File: src/dss_pkg.sv
// Package of the deletion syndrome signature block: sizes, codes, states and control structs.
`timescale 1ns / 1ps
package dss_pkg;

  localparam int MAX_LENGTH           = 32;
  localparam int MAX_CONSTRAINT_COUNT = 8;

  localparam int LEN_W  = $clog2(MAX_LENGTH);
  localparam int CON_W  = $clog2(MAX_CONSTRAINT_COUNT);
  localparam int ADDR_W = CON_W + LEN_W;
  localparam int WORD_W = 32;
  localparam int MOD_W  = 31;
  // Each position adds at most two 32-bit terms.
  localparam int ACC_W  = WORD_W + LEN_W + 2;
  localparam int MAG_W  = ACC_W - 1;
  localparam int CNT_W  = $clog2(MAG_W + 1);

  localparam logic [1:0] FUNC_LOAD_WEIGHT  = 2'd0;
  localparam logic [1:0] FUNC_LOAD_MODULUS = 2'd1;
  localparam logic [1:0] FUNC_COMPUTE      = 2'd2;

  localparam logic CFG_BLOCK_LENGTH     = 1'b0;
  localparam logic CFG_CONSTRAINT_COUNT = 1'b1;

  typedef enum logic [2:0] {
    ST_IDLE,
    ST_WALK,
    ST_DRAIN,
    ST_START,
    ST_WAIT,
    ST_OUT
  } state_e;

  typedef struct packed {
    logic               start;
    logic               neg;
    logic [MAG_W-1:0]   mag;
    logic [MOD_W-1:0]   modulus;
  } mod_req_t;

  typedef struct packed {
    logic               done;
    logic [MOD_W-1:0]   rem;
  } mod_rsp_t;

endpackage

File: src/dss_mod_unit.sv
// Bit-serial remainder unit: signed sum modulo a positive modulus, result nonnegative.
`timescale 1ns / 1ps
module dss_mod_unit (
  input  logic              clk_i,
  input  logic              rst_ni,
  input  dss_pkg::mod_req_t req_i,
  output dss_pkg::mod_rsp_t rsp_o
);

  logic                        busy_q, done_q, neg_q;
  logic [dss_pkg::CNT_W-1:0]   cnt_q;
  logic [dss_pkg::MAG_W-1:0]   mag_q;
  logic [dss_pkg::MOD_W-1:0]   m_q, rem_q, rem_d;
  logic [dss_pkg::MOD_W:0]     trial, diff;

  // One restoring step: bring in the next dividend bit, subtract if it fits.
  always_comb begin
    trial = {rem_q, mag_q[dss_pkg::MAG_W-1]};
    diff  = trial - {1'b0, m_q};
    if (trial >= {1'b0, m_q}) begin
      rem_d = diff[dss_pkg::MOD_W-1:0];
    end else begin
      rem_d = trial[dss_pkg::MOD_W-1:0];
    end
  end

  always_ff @(posedge clk_i or negedge rst_ni) begin
    if (!rst_ni) begin
      busy_q <= 1'b0;
      done_q <= 1'b0;
      cnt_q  <= '0;
    end else begin
      done_q <= 1'b0;
      if (req_i.start) begin
        busy_q <= 1'b1;
        cnt_q  <= dss_pkg::CNT_W'(dss_pkg::MAG_W);
      end else if (busy_q) begin
        cnt_q <= cnt_q - 1'b1;
        if (cnt_q == dss_pkg::CNT_W'(1)) begin
          busy_q <= 1'b0;
          done_q <= 1'b1;
        end
      end
    end
  end

  always_ff @(posedge clk_i) begin
    if (req_i.start) begin
      mag_q <= req_i.mag;
      neg_q <= req_i.neg;
      m_q   <= req_i.modulus;
      rem_q <= '0;
    end else if (busy_q) begin
      mag_q <= {mag_q[dss_pkg::MAG_W-2:0], 1'b0};
      rem_q <= rem_d;
    end
  end

  // Fold a negative remainder back into 0..m-1.
  always_comb begin
    rsp_o.done = done_q;
    if (neg_q && (rem_q != '0)) begin
      rsp_o.rem = m_q - rem_q;
    end else begin
      rsp_o.rem = rem_q;
    end
  end

endmodule

File: config.mk
export PLATFORM = sky130hd
export DESIGN_NAME = dss_mod_unit
export DESIGN_NICKNAME = d
export VERILOG_FILES = /design/src/dss_pkg.sv /design/src/dss_mod_unit.sv
export SDC_FILE = /design/constraint.sdc
export NUM_CORES = 1
export LEC_CHECK = 0
export ABC_CLOCK_PERIOD_IN_PS = 3300
export BUFFER_PORTS_ARGS = -buffer_cell sky130_fd_sc_hd__buf_2
export CAP_MARGIN = 5
export CORE_AREA = 4 4 95 187
export DETAILED_ROUTE_END_ITERATION = 7
export DIE_AREA = 0 0 99 191
export PLACE_DENSITY = 0.69
export SYNTH_ARGS = -nofsm -noshare
export SYNTH_HDL_FRONTEND = slang
export SYNTH_SLANG_ARGS = --single-unit
File: constraint.sdc
create_clock -name clk_i -period 3.3 [get_ports clk_i]
set_input_delay 0.495 -clock clk_i [delete_from_list [all_inputs] [get_ports clk_i]]
set_output_delay 0.495 -clock clk_i [all_outputs]
set_load 0.1 [all_outputs]
== After elaboration in Yosys (flattened, before gate mapping) ==
Cells that the tools add are included.
Storage, ports and cells
  ROM bits: 0
  memories kept: 0
  register bits: 109
  latch bits: 0
  bits in writable memories: 0
  logic and storage cells: 27
  bits of input ports: 73
  output and inout bits: 32
Operators by class
  shift-type cells: 0
  reductions and logical operators: 3
  $add $sub $neg: 3
  divide/modulo/power cells: 0
  multipliers: 0
  muxes and demuxes: 12
  equal/unequal tests: 1
  bitwise operators: 0
  magnitude comparators: 1
Operators with widths (count)
  $mux 38: 2
  $mux 31: 2
  $sub 31x31->31: 2
  $ge 32x31->1: 1
  $reduce_bool 31->1: 1
  $mux 6: 2
  $eq 6x1->1 const B: 1
  $mux 1: 6
  $sub 6x1->6 const B: 1
  $reduce_bool 2->1: 1
  $logic_and 1x1->1: 1

== Logic depth before layout (Yosys ltp) ==
  depth in word-level cells: 4
  depth in mapped cells: 14
  depth with buffers taken out: 13

== Least setup slack after synthesis ==
No wires, ideal clock.
  kind: register to output
  from: reg m_q[0] in the netlist's numbering
  to: out rsp_o[12] in the netlist's numbering
  stages on the path, launching flop included: 9
  path buffers: 0
  arrival: 4.712 ns
  required time: 2.805 ns
  path slack: -1.907 ns
  cell sequence: edfxtp_1 inv_1 ha_1 inv_1 fa_1 a211oi_1 o211a_1 nor3_1 o41ai_1
RTL lines
  start: declaration: line dss_mod_unit.sv:13  | logic [dss_pkg::MOD_W-1:0] m_q, rem_q, rem_d;
  start signal: assignment: line dss_mod_unit.sv:51  | m_q <= req_i.modulus;
  end: declaration: line dss_mod_unit.sv:7  | output dss_pkg::mod_rsp_t rsp_o

==> out/qor.txt <==
Outcome: finished with violations
Violated checks: setup timing
Detailed Route Iter0 Violations: 339
Global-route wire length before repair: 37.1 mm
TritonCTS Sinks: 109
N_diodes: 0
Seq/Total Area, Yosys: 0.364
Worst Hold Launch: req_i[16]
Nets@finish: 1,262
Core Area: 16,300 um^2
Final worst-path cycle share: 1.15
Seq pwr share: 0.150
Leakage power total: 4.90 nW
Worst EP arrival: 3310 ps
CP endpoint kind: primary output
CTS tree: yes
Maximum achievable frequency: 263 MHz
Worst Hold Depth: 1
R2R setup slack: 130 ps
Synth Instances: 893
Critical Path Source Type: flop
Die Y-Extent: 191 um
Yosys top cell by area: edfxtp_1
Port Buffers: 104
Area grow syn2layout: 40.7%
Drt pass-1 iters: 5
Max Cap Viol: 0
Via count: 7,619
Share of cells above drive strength 1: 0.355
Fin area: 11,300 um^2
Dpl cell area: 10,300 um^2
Place WS: -412 ps
Vias in the first global route: 7,891
Worst Path Required: 2800 ps
Root Buffer Master: clkbuf_16
EDFF count, synth: 70
DR WL/cell: 17.4 um
Synth top area share: 0.262
Grt total ovfl: 0
Largest net degree at the start of global routing: 70
Worst Clk Skew: 11.9 ps
Final setup violating endpoints: 19
Clock power frac: 0.087
Hold EP: m_q[16]$_DFFE_PP_
Starting Density: 0.494
RSZ-0062 raised after global routing: true
Clock transition at path regs: 80 ps
Drt drc: 0
Largest cells by area after synthesis: edfxtp_1 (26%), ha_1 (9.8%), dfxtp_1 (7.7%)
Cell variety after synth: 73
Syn Area/Cell: 8.99 um^2
Post-DRT Antenna Nets: 0
CTS H-tree lvls: 3
Maximum vdd drop: 0.000757 V
Worst slew pin tran: 786 ps
Worst-path fanout max: 2
Switching share of power: 0.504
Clock Path Buffers: 2
IO Pins: 105
Worst reg2reg path depth: 14
Async S/R FF share, synth: 0.0734
Mapped cell area: 8030 um^2
Power Total: 12.6 mW
Final Hold Fails: 0
Placer Congestion: 0.975
Min setup slack post-route: -504 ps
Drt total wl: 23.2 mm
Chip width: 99 um
Net Sw Power: 6.34 mW
Worst Hold Class: primary input to flop
Combinational group share of total power: 0.763
Syn Nets: 1,031
Crit path kind: flop to primary output
Area of the die: 18,900 um^2
Launch point of the worst reg-to-reg path: m_q[0]$_DFFE_PP_
CTS Buf Count: 9
Final HPWL DP: 17.9 mm
Pwr Density: 1110 nW/um^2
P_int: 6.23 mW
GRT Total Usage: 0.245
Slew margin rel.: 0.471
R2r endpoint: rem_q[28]$_SDFFE_PP0P_
Clock Latency Late Sink: 360 ps
Via density: 5.72
Row count: 66
Antenna violations before repair: 0
Warnings, synthesis: 0
Most used flip-flop cell after synthesis: edfxtp_1
Fin crit period: 3800 ps
Final Max Slew Viols: 0
Flops & latches, synth: 109
Hold_ws: 307 ps
## final cells by class
cell class | instances | area [um^2]
Multi-Input combinational cell | 668 | 5290
Fill cell | 1248 | 4970
Sequential cell | 109 | 2930
Timing Repair Buffer | 253 | 2210
Inverter | 83 | 312
Tap cell | 204 | 255
Clock buffer | 9 | 225
Clock inverter | 7 | 73.8
## through the flow
| stage | TNS (ps) | cells | util |
|---|---|---|---|
| after floorplan | -1730 | 893 | - |
| after global placement | -1430 | 1292 | 0.635 |
| after detailed placement | -1770 | 1292 | 0.635 |
| after CTS | -6290 | 1328 | 0.681 |
| after global routing | -8570 | 1333 | 0.694 |
| final | -5920 | 1333 | 0.694 |
## cells in the mapped netlist (5+ instances only)
master	n
mux2_2	38
a21oi_1	55
o21ai_0	54
a21o_1	30
o211ai_1	8
nand3_1	14
a31oi_1	5
o21a_1	8
or3_1	7
nor2_1	60
a211oi_1	7
nor3_1	14
dfrtp_1	8
nand4_1	9
nand2b_1	10
clkbuf_1	27
and3_1	8
ha_1	63
nor2b_1	10
xnor2_1	24
nand2_1	107
inv_1	83
nor4_1	10
xor2_1	23
o21bai_1	13
a311oi_1	25
edfxtp_1	70
dfxtp_1	31
## registers in the layout, summed over array words and instances, names as in the netlist
register and cells:
cnt_q 6, neg_q 1, rem_q 31, m_q 31
busy_q 1, done_q 1, mag_q 38
## what timing repair did
| item | in CTS | in global routing |
|---|---|---|
| gates cloned | 0 | 0 |
| gates resized for setup | 57 | 30 |
| hold endpoints to repair | 8 | 0 |
| setup endpoints to repair | 23 | 46 |
| setup buffers | 21 | 10 |
| pin swaps | 45 | 33 |
| hold buffers | 1 | 0 |
## logic make-up (layout without fill, tap and decap cells)
logic type | after synthesis | after routing | share of synthesized area
AO/OA/AOI/OAI | 244 | 244 | 0.208
XOR/XNOR | 47 | 47 | 0.0513
adder cells (fa/ha/maj) | 65 | 65 | 0.103
buffers and inverters | 116 | 352 | 0.0572
flip-flops | 109 | 109 | 0.364
multiplexers | 41 | 41 | 0.0570
AND/OR/NAND/NOR | 271 | 271 | 0.160
## per-layer routing
metal	track usage	up-vias	share of wire	routed length (um)
met5	0	-	0	0
met4	0.159	0	0.064	1490
met3	0.0354	99	0.039	894
met2	0.470	221	0.57	13100
met1	0.236	3592	0.33	7680
li1	-	3707	-	-
## how the worst max path moves through the flow
stage	startpoint	end	slack (ps)	depth (start not counted)
floorplan	m_q[0]$_DFFE_PP_	rsp_o[12]	-540	11
global placement	m_q[6]$_DFFE_PP_	rsp_o[29]	-350	12
detailed placement	m_q[6]$_DFFE_PP_	rsp_o[29]	-410	12
CTS	m_q[3]$_DFFE_PP_	rsp_o[29]	-520	14
global route	m_q[6]$_DFFE_PP_	rsp_o[29]	-700	13
finish	m_q[6]$_DFFE_PP_	rsp_o[29]	-500	13
## layout by cell type, fill, tap and decap left out, types with 5 or more instances in the layout
cell       count
a21o_1        30
and3_1         8
xor2_1        15
dfrtp_1        7
a311oi_1      22
o21ai_1        8
nor2b_1        8
o21a_1         7
o21ai_2       17
mux2_2        38
nor3_1        12
xnor2_1       21
nand2_1      107
o21bai_1      12
o211ai_1       8
o21ai_4       10
xor2_2         7
or3_1          6
clkbuf_16     10
a211oi_1       5
buf_12        34
a21oi_1       52
buf_2         72
buf_4        131
dfxtp_1       30
inv_1         82
nand4_1        9
nand3_1       12
edfxtp_1      70
nand2b_1      10
ha_1          57
nor4_1         8
nor2_1        58
o21ai_0       23
buf_6         13
## power by group through the flow
stage | logic [mW] | clock network (mW) | registers, mW
after floorplan | 5.60 | 0 | 1.93
final | 9.58 | 1.10 | 1.88
after CTS | 9.29 | 1.13 | 1.88
after detailed placement | 8.83 | 0 | 1.91
after global routing | 10.2 | 1.19 | 1.91
after global placement | 8.75 | 0 | 1.90
## critical path, stage by stage, from the launching register on
cell and delay, ps:
edfxtp_1 430, ha_4 270, a2111o_1 420, o211ai_1 240, buf_4 180, a21oi_4 60
o211ai_1 160, buf_4 160, a2111oi_4 60, buf_4 160, o41ai_4 260, nand4_1 130
o211ai_1 150, clkbuf_16 250
Power figures use the tool's default switching activity.
